<file path="src/hdl/dsr_pkg.sv">
// shared types and constants of the diamond span rasterizer
package dsr_pkg;

    localparam int CANVAS_SIZE     = 1024;
    localparam int MAX_ROWS_DEF    = 64;
    localparam int COORD_W         = 10;
    localparam int STRIDE_W        = 11;
    localparam int SPAN_W          = 11;
    localparam int BASE_W          = 20;
    localparam int OUTLINE_MAX_GAP = 4;

    typedef enum logic [2:0] {
        ST_IDLE,
        ST_SETUP,
        ST_DIV,
        ST_ROW_UP,
        ST_ROW_DN
    } dsr_state_t;

    typedef struct packed {
        logic load;
        logic step;
    } row_ctrl_t;

endpackage

</file>
<file path="src/hdl/dsr_div.sv">
// iterative restoring divider, one quotient bit per cycle
module dsr_div #(
    parameter int DVR_W = 6
) (
    input  logic                       clk,
    input  logic                       rst_n,
    input  logic                       start,
    input  logic [dsr_pkg::SPAN_W-1:0] dividend,
    input  logic [DVR_W-1:0]           divisor,
    output logic                       done,
    output logic [dsr_pkg::SPAN_W-1:0] quot,
    output logic [DVR_W-1:0]           rem
);
    import dsr_pkg::*;

    localparam int CNT_W = $clog2(SPAN_W + 1);

    logic [SPAN_W-1:0] num_reg, num_next;
    logic [DVR_W-1:0]  rem_reg, rem_next;
    logic [DVR_W-1:0]  dvr_reg, dvr_next;
    logic [CNT_W-1:0]  cnt_reg, cnt_next;
    logic              run_reg, run_next;
    logic              done_reg, done_next;
    logic [DVR_W:0]    trial;
    logic              ge;

    assign trial = {rem_reg, num_reg[SPAN_W-1]};
    assign ge    = trial >= {1'b0, dvr_reg};

    always_comb
    begin
        num_next  = num_reg;
        rem_next  = rem_reg;
        dvr_next  = dvr_reg;
        cnt_next  = cnt_reg;
        run_next  = run_reg;
        done_next = 1'b0;
        if (start)
        begin
            num_next = dividend;
            rem_next = '0;
            dvr_next = divisor;
            cnt_next = CNT_W'(SPAN_W);
            run_next = 1'b1;
        end
        else if (run_reg)
        begin
            num_next = {num_reg[SPAN_W-2:0], ge};
            rem_next = ge ? DVR_W'(trial - {1'b0, dvr_reg}) : trial[DVR_W-1:0];
            cnt_next = cnt_reg - CNT_W'(1);
            if (cnt_reg == CNT_W'(1))
            begin
                run_next  = 1'b0;
                done_next = 1'b1;
            end
        end
    end

    always_ff @(posedge clk or negedge rst_n)
    begin
        if (!rst_n)
        begin
            cnt_reg  <= '0;
            run_reg  <= 1'b0;
            done_reg <= 1'b0;
        end
        else
        begin
            cnt_reg  <= cnt_next;
            run_reg  <= run_next;
            done_reg <= done_next;
        end
    end

    always_ff @(posedge clk)
    begin
        num_reg <= num_next;
        rem_reg <= rem_next;
        dvr_reg <= dvr_next;
    end

    assign done = done_reg;
    assign quot = num_reg;
    assign rem  = rem_reg;

endmodule

</file>
<file path="src/hdl/dsr_row_unit.sv">
// row width stepper: keeps dw*(dh-h) as quotient and remainder by dh
module dsr_row_unit #(
    parameter int RW = 6
) (
    input  logic                       clk,
    input  dsr_pkg::row_ctrl_t         ctrl,
    input  logic [dsr_pkg::SPAN_W-1:0] dw,
    input  logic [RW-1:0]              dh,
    input  logic [dsr_pkg::SPAN_W-1:0] qa,
    input  logic [RW-1:0]              ra,
    output logic [dsr_pkg::SPAN_W-1:0] width
);
    import dsr_pkg::*;

    logic [SPAN_W-1:0] q_reg, q_next;
    logic [RW-1:0]     r_reg, r_next;
    logic [RW:0]       r_diff;
    logic              borrow;

    // one subtract and one conditional correction per row
    assign r_diff = {1'b0, r_reg} - {1'b0, ra};
    assign borrow = r_diff[RW];

    always_comb
    begin
        q_next = q_reg;
        r_next = r_reg;
        if (ctrl.load)
        begin
            q_next = dw;
            r_next = '0;
        end
        else if (ctrl.step)
        begin
            q_next = q_reg - qa - SPAN_W'(borrow);
            r_next = borrow ? r_diff[RW-1:0] + dh : r_diff[RW-1:0];
        end
    end

    always_ff @(posedge clk)
    begin
        q_reg <= q_next;
        r_reg <= r_next;
    end

    assign width = q_reg;

endmodule

</file>
<file path="src/hdl/diamond_span_rasterizer.sv">
// diamond span rasterizer top level: command sequencer, span formatting, result register
//
// One command (kind plus bounding box) is taken when start is high and busy is
// low. The block then stays busy: it checks the box and finds the center in
// ST_SETUP, runs the divider that splits the box width by the half height in
// ST_DIV, and then gives one result per drawn row, upper half from the center
// row up to top and lower half from the center row down to bottom (the center
// row comes twice). A command of height H rows therefore gives H + 1 row
// results; the tallest legal box has 63 rows. A rejected box gives one bad_box
// transaction. The next command can be taken as soon as busy is low again.
// Each result transaction shows on the result ports for exactly one cycle with
// valid high and must be captured then; last marks the final one of a command.
// The row width is stepped one row per cycle by a single subtract-and-correct
// unit, which is what sets the one-row-per-cycle rate. row_stride may be
// written through cfg_wr_en / cfg_wr_data while the block is idle.
module diamond_span_rasterizer #(
    parameter int MAX_ROWS = dsr_pkg::MAX_ROWS_DEF
) (
    input  logic                              clk,
    input  logic                              rst_n,
    input  logic                              start,
    output logic                              busy,
    input  logic                              kind,
    input  logic [dsr_pkg::COORD_W-1:0]       left,
    input  logic [dsr_pkg::COORD_W-1:0]       top,
    input  logic [dsr_pkg::COORD_W-1:0]       right,
    input  logic [dsr_pkg::COORD_W-1:0]       bottom,
    input  logic                              cfg_wr_en,
    input  logic [dsr_pkg::STRIDE_W-1:0]      cfg_wr_data,
    output logic                              valid,
    output logic [dsr_pkg::COORD_W-1:0]       row,
    output logic [dsr_pkg::BASE_W-1:0]        row_base,
    output logic signed [dsr_pkg::SPAN_W-1:0] first_start,
    output logic signed [dsr_pkg::SPAN_W-1:0] first_end,
    output logic                              second_valid,
    output logic signed [dsr_pkg::SPAN_W-1:0] second_start,
    output logic signed [dsr_pkg::SPAN_W-1:0] second_end,
    output logic                              bad_box,
    output logic                              last
);
    import dsr_pkg::*;

    // row count and half height fit in this many bits
    localparam int RW = $clog2(MAX_ROWS);
    localparam int PROD_W = COORD_W + STRIDE_W;
    localparam logic [COORD_W-1:0] HALF_MAX = COORD_W'(OUTLINE_MAX_GAP / 2);
    localparam logic [COORD_W:0] HGT_MAX = (COORD_W + 1)'(MAX_ROWS - 2);

    dsr_state_t state_reg, state_next;

    // command registers
    logic               kind_reg;
    logic [COORD_W-1:0] l_reg, t_reg, r_reg, b_reg;
    logic [COORD_W-1:0] cx_reg, cy_reg, y_reg, y_next;
    logic [SPAN_W-1:0]  dw_reg;
    logic [RW-1:0]      dh_reg;
    logic [STRIDE_W-1:0] stride_reg;

    // box check and center
    logic               box_bad;
    logic [COORD_W-1:0] hgt, wid;
    logic [COORD_W-1:0] cx_calc, cy_calc;
    logic [SPAN_W-1:0]  dw_calc;
    logic [RW-1:0]      dh_calc;

    // sequencer outputs
    logic      accept, div_start, emit_row, emit_err, at_top, at_bot;
    row_ctrl_t row_ctrl;

    // arithmetic units
    logic              div_done;
    logic [SPAN_W-1:0] div_quot;
    logic [RW-1:0]     div_rem;
    logic [SPAN_W-1:0] row_w;

    // span formatting
    logic [COORD_W-1:0]      half;
    logic signed [SPAN_W:0]  s_ext, e_ext;
    logic                    split;
    logic [PROD_W-1:0]       prod;

    // result register
    logic                     valid_reg, valid_next;
    logic [COORD_W-1:0]       row_reg;
    logic [BASE_W-1:0]        base_reg;
    logic signed [SPAN_W-1:0] fs_reg, fe_reg, ss_reg, se_reg;
    logic                     sv_reg, bad_reg, last_reg;

    assign hgt     = b_reg - t_reg;
    assign wid     = r_reg - l_reg;
    assign box_bad = (r_reg < l_reg) || (b_reg < t_reg) || ({1'b0, hgt} > HGT_MAX);
    assign cx_calc = l_reg + (wid >> 1);
    assign cy_calc = t_reg + (hgt >> 1);
    assign dw_calc = {1'b0, wid} + SPAN_W'(1);
    assign dh_calc = RW'(hgt >> 1) + RW'(1);

    assign at_top = y_reg == t_reg;
    assign at_bot = y_reg == b_reg;
    assign busy   = state_reg != ST_IDLE;

    // next state
    always_comb
    begin
        state_next = state_reg;
        unique case (state_reg)
            ST_IDLE:
            begin
                if (start)
                    state_next = ST_SETUP;
            end
            ST_SETUP:
            begin
                state_next = box_bad ? ST_IDLE : ST_DIV;
            end
            ST_DIV:
            begin
                if (div_done)
                    state_next = ST_ROW_UP;
            end
            ST_ROW_UP:
            begin
                if (at_top)
                    state_next = ST_ROW_DN;
            end
            ST_ROW_DN:
            begin
                if (at_bot)
                    state_next = ST_IDLE;
            end
            default:
            begin
                state_next = ST_IDLE;
            end
        endcase
    end

    // sequencer outputs
    always_comb
    begin
        accept        = 1'b0;
        div_start     = 1'b0;
        emit_row      = 1'b0;
        emit_err      = 1'b0;
        row_ctrl.load = 1'b0;
        row_ctrl.step = 1'b0;
        unique case (state_reg)
            ST_IDLE:
            begin
                accept = start;
            end
            ST_SETUP:
            begin
                div_start = !box_bad;
                emit_err  = box_bad;
            end
            ST_DIV:
            begin
                row_ctrl.load = div_done;
            end
            ST_ROW_UP:
            begin
                emit_row      = 1'b1;
                row_ctrl.load = at_top;
                row_ctrl.step = !at_top;
            end
            ST_ROW_DN:
            begin
                emit_row      = 1'b1;
                row_ctrl.step = !at_bot;
            end
            default:
            begin
                accept = 1'b0;
            end
        endcase
    end

    // row walk: up from the center, then down from the center again
    always_comb
    begin
        y_next = y_reg;
        if (state_reg == ST_SETUP)
            y_next = cy_calc;
        else if (state_reg == ST_ROW_UP)
            y_next = at_top ? cy_reg : y_reg - COORD_W'(1);
        else if (state_reg == ST_ROW_DN)
            y_next = y_reg + COORD_W'(1);
    end

    always_ff @(posedge clk or negedge rst_n)
    begin
        if (!rst_n)
        begin
            state_reg  <= ST_IDLE;
            stride_reg <= STRIDE_W'(CANVAS_SIZE);
            valid_reg  <= 1'b0;
        end
        else
        begin
            state_reg <= state_next;
            valid_reg <= valid_next;
            if (cfg_wr_en)
                stride_reg <= cfg_wr_data;
        end
    end

    always_ff @(posedge clk)
    begin
        if (accept)
        begin
            kind_reg <= kind;
            l_reg    <= left;
            t_reg    <= top;
            r_reg    <= right;
            b_reg    <= bottom;
        end
        if (state_reg == ST_SETUP)
        begin
            cx_reg <= cx_calc;
            cy_reg <= cy_calc;
            dw_reg <= dw_calc;
            dh_reg <= dh_calc;
        end
        y_reg <= y_next;
    end

    // dw split by dh into whole and fractional steps per row
    dsr_div #(
        .DVR_W (RW)
    ) u_div (
        .clk      (clk),
        .rst_n    (rst_n),
        .start    (div_start),
        .dividend (dw_calc),
        .divisor  (dh_calc),
        .done     (div_done),
        .quot     (div_quot),
        .rem      (div_rem)
    );

    dsr_row_unit #(
        .RW (RW)
    ) u_row (
        .clk   (clk),
        .ctrl  (row_ctrl),
        .dw    (dw_reg),
        .dh    (dh_reg),
        .qa    (div_quot),
        .ra    (div_rem),
        .width (row_w)
    );

    // span ends around the center column
    assign half  = row_w[SPAN_W-1:1];
    assign s_ext = $signed({2'b00, cx_reg}) - $signed({2'b00, half});
    assign e_ext = $signed({2'b00, cx_reg}) + $signed({2'b00, half});
    assign split = !kind_reg && (half > HALF_MAX);
    assign prod  = {{STRIDE_W{1'b0}}, y_reg} * {{COORD_W{1'b0}}, stride_reg};

    assign valid_next = emit_row || emit_err;

    always_ff @(posedge clk)
    begin
        if (emit_err)
        begin
            row_reg  <= '0;
            base_reg <= '0;
            fs_reg   <= '0;
            fe_reg   <= '0;
            sv_reg   <= 1'b0;
            ss_reg   <= '0;
            se_reg   <= '0;
            bad_reg  <= 1'b1;
            last_reg <= 1'b1;
        end
        else if (emit_row)
        begin
            row_reg  <= y_reg;
            base_reg <= prod[BASE_W-1:0];
            bad_reg  <= 1'b0;
            last_reg <= (state_reg == ST_ROW_DN) && at_bot;
            fs_reg   <= s_ext[SPAN_W-1:0];
            if (split)
            begin
                // outline: two 2-pixel edge spans
                fe_reg <= SPAN_W'(s_ext + (SPAN_W + 1)'(1));
                sv_reg <= 1'b1;
                ss_reg <= SPAN_W'(e_ext - (SPAN_W + 1)'(1));
                se_reg <= e_ext[SPAN_W-1:0];
            end
            else
            begin
                fe_reg <= e_ext[SPAN_W-1:0];
                sv_reg <= 1'b0;
                ss_reg <= '0;
                se_reg <= '0;
            end
        end
    end

    assign valid        = valid_reg;
    assign row          = row_reg;
    assign row_base     = base_reg;
    assign first_start  = fs_reg;
    assign first_end    = fe_reg;
    assign second_valid = sv_reg;
    assign second_start = ss_reg;
    assign second_end   = se_reg;
    assign bad_box      = bad_reg;
    assign last         = last_reg;

    // an error transaction is always the only one of its command
    a_bad_is_last: assert property (@(posedge clk) disable iff (!rst_n)
        valid && bad_box |-> last)
        else $error("bad_box transaction without last");

    // the command ends exactly with its final transaction
    a_end_with_last: assert property (@(posedge clk) disable iff (!rst_n)
        $fell(busy) |-> valid && last)
        else $error("busy dropped without a final transaction");

    // outline edge spans are two pixels wide
    a_edge_width: assert property (@(posedge clk) disable iff (!rst_n)
        valid && second_valid |->
            (second_end == second_start + 11'sd1) && (first_end == first_start + 11'sd1))
        else $error("outline edge span is not two pixels");

    // a single span never runs backwards
    a_span_order: assert property (@(posedge clk) disable iff (!rst_n)
        valid && !bad_box && !second_valid |-> first_start <= first_end)
        else $error("span start beyond span end");

endmodule
</file>
<file path="config.mk">
export PLATFORM = sky130hd
export DESIGN_NAME = diamond_span_rasterizer
export DESIGN_NICKNAME = d
export VERILOG_FILES = /design/src/hdl/dsr_pkg.sv /design/src/hdl/dsr_div.sv /design/src/hdl/dsr_row_unit.sv /design/src/hdl/diamond_span_rasterizer.sv
export SDC_FILE = /design/constraint.sdc
export NUM_CORES = 1
export LEC_CHECK = 0
export ABC_AREA = 1
export ABC_CLOCK_PERIOD_IN_PS = 6300
export BUFFER_PORTS_ARGS = -buffer_cell sky130_fd_sc_hd__buf_2
export CAP_MARGIN = 10
export CORE_UTILIZATION = 63
export CTS_BUF_LIST = sky130_fd_sc_hd__clkbuf_8
export CTS_CLUSTER_DIAMETER = 40
export DETAILED_ROUTE_END_ITERATION = 16
export MAX_ROUTING_LAYER = met4
export PLACE_DENSITY = 0.85
export SLEW_MARGIN = 20
export SYNTH_ARGS = -nofsm -noshare
export SYNTH_HDL_FRONTEND = slang
export SYNTH_HIERARCHICAL = 1
export SYNTH_SLANG_ARGS = --single-unit
</file>
<file path="constraint.sdc">
create_clock -name clk -period 6.3 [get_ports clk]
set_clock_uncertainty 0.2 [all_clocks]
set_input_delay 1.26 -clock clk [delete_from_list [all_inputs] [get_ports clk]]
set_output_delay 1.26 -clock clk [all_outputs]
set_load 0.03 [all_outputs]
</file>
Word-level counts from Yosys, hierarchy flattened
Index checks and enable logic that the tools add are counted. Widths: inputs -> output; s select.

Bits in registers: 226. Input port bits: 56. Output and inout bits: 79. Word-level logic and storage cells: 115.

$add $sub $neg: 18. $mul: 1. Magnitude comparators: 5. Eq/ne operators: 11. Mux-type cells: 34. Reductions and logical operators: 16.

Operators with widths (count): $mux 11 (7); $mux 10 (4); $add 10x9->10 (2); $eq 10x10->1 (2); $lt 10x10->1 (2); $mul 10x11->20 (1); $sub 10x10->10 (2); $pmux 3 s5 (1); $mux 3 (4); $mux 6 (2); $add 10x1->11 const B (1); $add 10x10->11 (1); $add 11x2->11 const B (1); $mux 1 (11); $sub 10x10->11 (1); $sub 11x1->11 (1); $sub 11x1->11 const B (1); $sub 11x11->11 (1); $add 10x1->10 const B (1); $gt 10x2->1 const B (1); $gt 10x6->1 const B (1); $sub 10x1->10 const B (1); $mux 4 (2); $ge 7x6->1 (1); other kinds (21) (33).

Depth between registers and ports, before layout
Depth in word-level cells: 6. Depth in mapped cells: 27. Gate-level depth less buffers: 25.

Modules after synthesis
The synthesis kept the hierarchy.

Modules (own cells, without submodules): diamond_span_rasterizer (times used 1, cells each 1818, area each 14231.1 um^2, sequential area each 4560.6 um^2); dsr_row_unit (times used 1, cells each 271, area each 1895.6 um^2, sequential area each 450.4 um^2); dsr_div (times used 1, cells each 180, area each 1546.5 um^2, sequential area each 780.7 um^2).

Least setup slack after synthesis
OpenSTA, ideal clock, no wires.

Kind: reg-to-reg. From: reg y_reg[3]. To: reg base_reg[15] (netlist: row_base[15]). Library setup time: 120 ps. Arrival time: 4742 ps. Required time: 5980 ps. Setup slack: 1239 ps. Stages on the path, launching flop included: 20. Path buffers: 2. Clock period less this slack: 5061 ps. Cell sequence: edfxtp_1 -> buf_2 -> clkbuf_1 -> nand2_1 -> fa_1 -> inv_1 -> fa_1 -> fa_1 -> fa_1 -> inv_1 -> fa_1 -> inv_1 -> ha_1 -> a21oi_1 -> o21ai_0 -> a21oi_1 -> nand2_1 -> or2_2 -> nand3_1 -> a21oi_1.

Word-level cells in the longest chain between the ends: 1.

Ends and longest elaborated chain: start, declared (line diamond_span_rasterizer.sv:54) `logic [COORD_W-1:0] cx_reg, cy_reg, y_reg, y_next;`; start signal, assigned (line diamond_span_rasterizer.sv:224) `y_reg <= y_next;`; $mul 10x11->20 (line diamond_span_rasterizer.sv:258) `assign prod = {{STRIDE_W{1'b0}}, y_reg} * {{COORD_W{1'b0}}, stride_reg};`; end signal, assigned (line diamond_span_rasterizer.sv:279) `base_reg <= prod[BASE_W-1:0];`; end, declared (line diamond_span_rasterizer.sv:85) `logic [BASE_W-1:0] base_reg;`.

No other way between the ends. A chain may end at the register's enable or synchronous reset.

Worst setup path after layout
From: reg y_reg[3]. To: reg base_reg[11] (netlist: row_base[11]).

The elaborated chain is that of the path after synthesis.

==> impl_metrics.csv <==
group,metric,value,unit
status,outcome,"finished clean",
clock_network,clk_pin_slew,0.07,ns
place,gp_congestion,0.967,
routing,num_vias,15591,
min_path,hold_path_depth,2,
floorplanning,rows,60,
clock_network,root_buffer,"clkbuf_8",
sta,tns,0,ns
clock_network,h-tree-depth,2,
cells_and_area,largest_register_ff_count,20,
flow_run,cap_violations,0,
setup_path,rrSetupSlack,0.83,ns
synthesis,synth_ff_type,"edfxtp_1",
setup_path,endpoint,"row_base[11]",
setup_path,r2r-start,"y_reg[3]",
routing,drtIter0Drc,1168,
routing,drc,0,
setup_path,endpoint_kind,"flop",
sta,setup_viol,0,
setup_path,arrival,5.71,ns
routing,drt_wl_total,47.2,mm
setup_path,crit_required,6.54,ns
clock_network,cts_tree,"yes",
sta,worst_slew_pin_slew,0.834,ns
setup_path,path_class,"flop to flop",
routing,post_drt_wl_per_cell,16.9,µm
cells_and_area,antenna-diode-count,0,
floorplanning,core,0.0273,mm²
min_path,min_path_type,"flop to flop",
sta,rsz0062_at_grt,"false",
synthesis,yosys.cell_types.count,59,
setup_path,r2r_cells,20,
routing,vias_per_cell,5.58,
setup_path,critPathMaxFanout,20,
floorplanning,die-area,0.0287,mm²
synthesis,synth.ff_latch_count,226,
clock_network,cts_num_sinks,226,
setup_path,r2r-end,"row_base[11]",
global_route,grt_start_max_net_pins,68,
routing,dr.pass1.iters,5,
synthesis,synth.cell_area,0.0177,mm²
cells_and_area,final.fill_count,2205,
cells_and_area,register_area,0.00579,mm²
clock_network,postCtsHoldBufs,0,
cells_and_area,drive_above_1_share,11.7,%
cells_and_area,multiInputGateArea,0.0101,mm²
synthesis,syn_area_per_cell,7.79,µm²
clock_network,clock_latency,0.56,ns
cells_and_area,layout_common_cells,"nand2_1, inv_1, nand3_1",
synthesis,async_flop_share,9.29,%
synthesis,synth_seq_area_share,32.8,%
synthesis,yosys_warnings,6,
cells_and_area,final_common_cell,"nand2_1",
sta,hold_viol_final,0,
sta,finalCritPeriodShare,86.9,%
cells_and_area,nets,2678,
cells_and_area,syn2layout_area_growth,9.90,%
place,io_buffer_count,134,
floorplanning,fp.dieW,169,µm
synthesis,synthCells,2269,
clock_network,cts-buffers-inserted,44,
routing,drtAntennaViolNets,0,
place,post-dp-hpwl,36.5,mm
sta,max_freq,183,MHz
global_route,grtUsageTotal,34.0,%
synthesis,synth-edff-count,116,
setup_path,worst_setup_path_start_kind,"flop",
sta,drv_slew,0,
global_route,overflow,0,
floorplanning,die_h,169,µm
clock_network,cts_setup_buffers,0,
synthesis,syn_nets,2558,
floorplanning,num_io_pins,135,
sta,maxSlewHeadroom,44.3,%
sta,min_period,5.47,ns
global_route,antenna_found_initial,0,
global_route,grt_pass1_vias,15087,
clock_network,cts.repair.resized,0,
global_route,grt_pass1_wl,74.4,mm
setup_path,startpoint,"y_reg[3]",
clock_network,clockBufferDepth,3,
floorplanning,floorplan.initialDensity,64.9,%
per-layer routing:
| layer | vias to the layer above | GRT usage [%] | share of wire, % |
|---|---|---|---|
| met5 | - | - | 0 |
| met4 | 0 | 17.4 | 5.2 |
| met3 | 158 | 4.90 | 7.1 |
| met2 | 694 | 56.6 | 48 |
| met1 | 7287 | 40.3 | 40 |
| li1 | 7452 | - | - |
area by class of cell:
class | instances | share of cell area, %
clock buffer | 48 | 3.40
inverter | 392 | 7.59
tap | 372 | 2.40
sequential | 226 | 29.8
multi-input combinational | 1582 | 51.9
timing repair buffer | 143 | 3.90
clock inverter | 30 | 1.03
Yosys cell counts (3+ instances only):
cell	n	area share, %
nand2_2	12	0.42
nand3_1	158	4.5
a21o_1	4	0.17
xnor2_1	20	0.99
buf_2	22	0.62
nor2_4	14	0.89
dfrtp_1	20	2.8
inv_1	380	8.1
nor3_1	12	0.34
clkbuf_1	31	0.66
a22oi_1	8	0.34
nand2_1	628	13
nor2_2	5	0.18
a31oi_1	5	0.18
o21bai_1	6	0.25
a21oi_2	4	0.20
buf_6	5	0.32
o21ai_0	75	2.1
o21a_1	3	0.13
fa_1	80	9.1
nor2_1	128	2.7
xor2_1	57	2.8
o21ai_1	5	0.14
nor4_1	5	0.18
nand4_1	21	0.74
edfxtp_1	116	20
o22ai_1	4	0.14
o211ai_1	10	0.42
dfxtp_1	89	10
or2_2	11	0.39
ha_1	153	11
a21oi_1	113	3.2
inv_2	10	0.21
nand3b_1	10	0.42
buf_1	7	0.15
mux2_2	11	0.70
worst min-delay path by stage:
stage                              start              to
after floorplan           u_row/r_reg[5]  u_row/r_reg[5]
after global placement              last            last
after detailed placement         bad_box         bad_box
after CTS                        bad_box         bad_box
after global routing         row_base[7]     row_base[7]
final                      second_end[1]   second_end[1]
stage by stage:
step	util (%)	hold WS, ns	cells	cell area, µm²	worst slack, ns
floorplan	-	0.233	2269	17700	1.24
global placement	68.0	0.237	2714	18500	0.970
detailed placement	68.0	0.248	2714	18500	0.884
CTS	71.2	0.260	2792	19400	0.869
global route	71.3	0.274	2793	19400	0.592
finish	71.3	0.257	2793	19400	0.826
cell families after synthesis:
| kind of cell | Yosys count | share of synthesized area [%] |
|---|---|---|
| and+or+nand+nor | 1017 | 24.8 |
| buffers and inverters | 461 | 10.3 |
| DFF | 226 | 32.8 |
| adders and majority gates | 233 | 19.9 |
| xor gates and xnor gates | 78 | 3.91 |
| AOI/OAI and AO/OA | 243 | 7.58 |
| muxes | 11 | 0.701 |
critical path: stages, from the launching register on:
cell and delay, ns:
edfxtp_1 0.83, nand2_1 0.17, fa_1 0.53, fa_1 0.52, inv_1 0.04, ha_1 0.31, fa_1 0.55, inv_1 0.06
fa_1 0.53, inv_1 0.05, ha_1 0.37, nand2_1 0.10, inv_1 0.08, nand2_1 0.06, nand2_1 0.15, nand2_1 0.07
nand2_1 0.15, a21boi_0 0.16, or2_2 0.30, nand3_1 0.07, a21oi_1 0.07
Power is not shown: default switching activity piles up to over one toggle a cycle in this logic, so the estimate is an artifact.
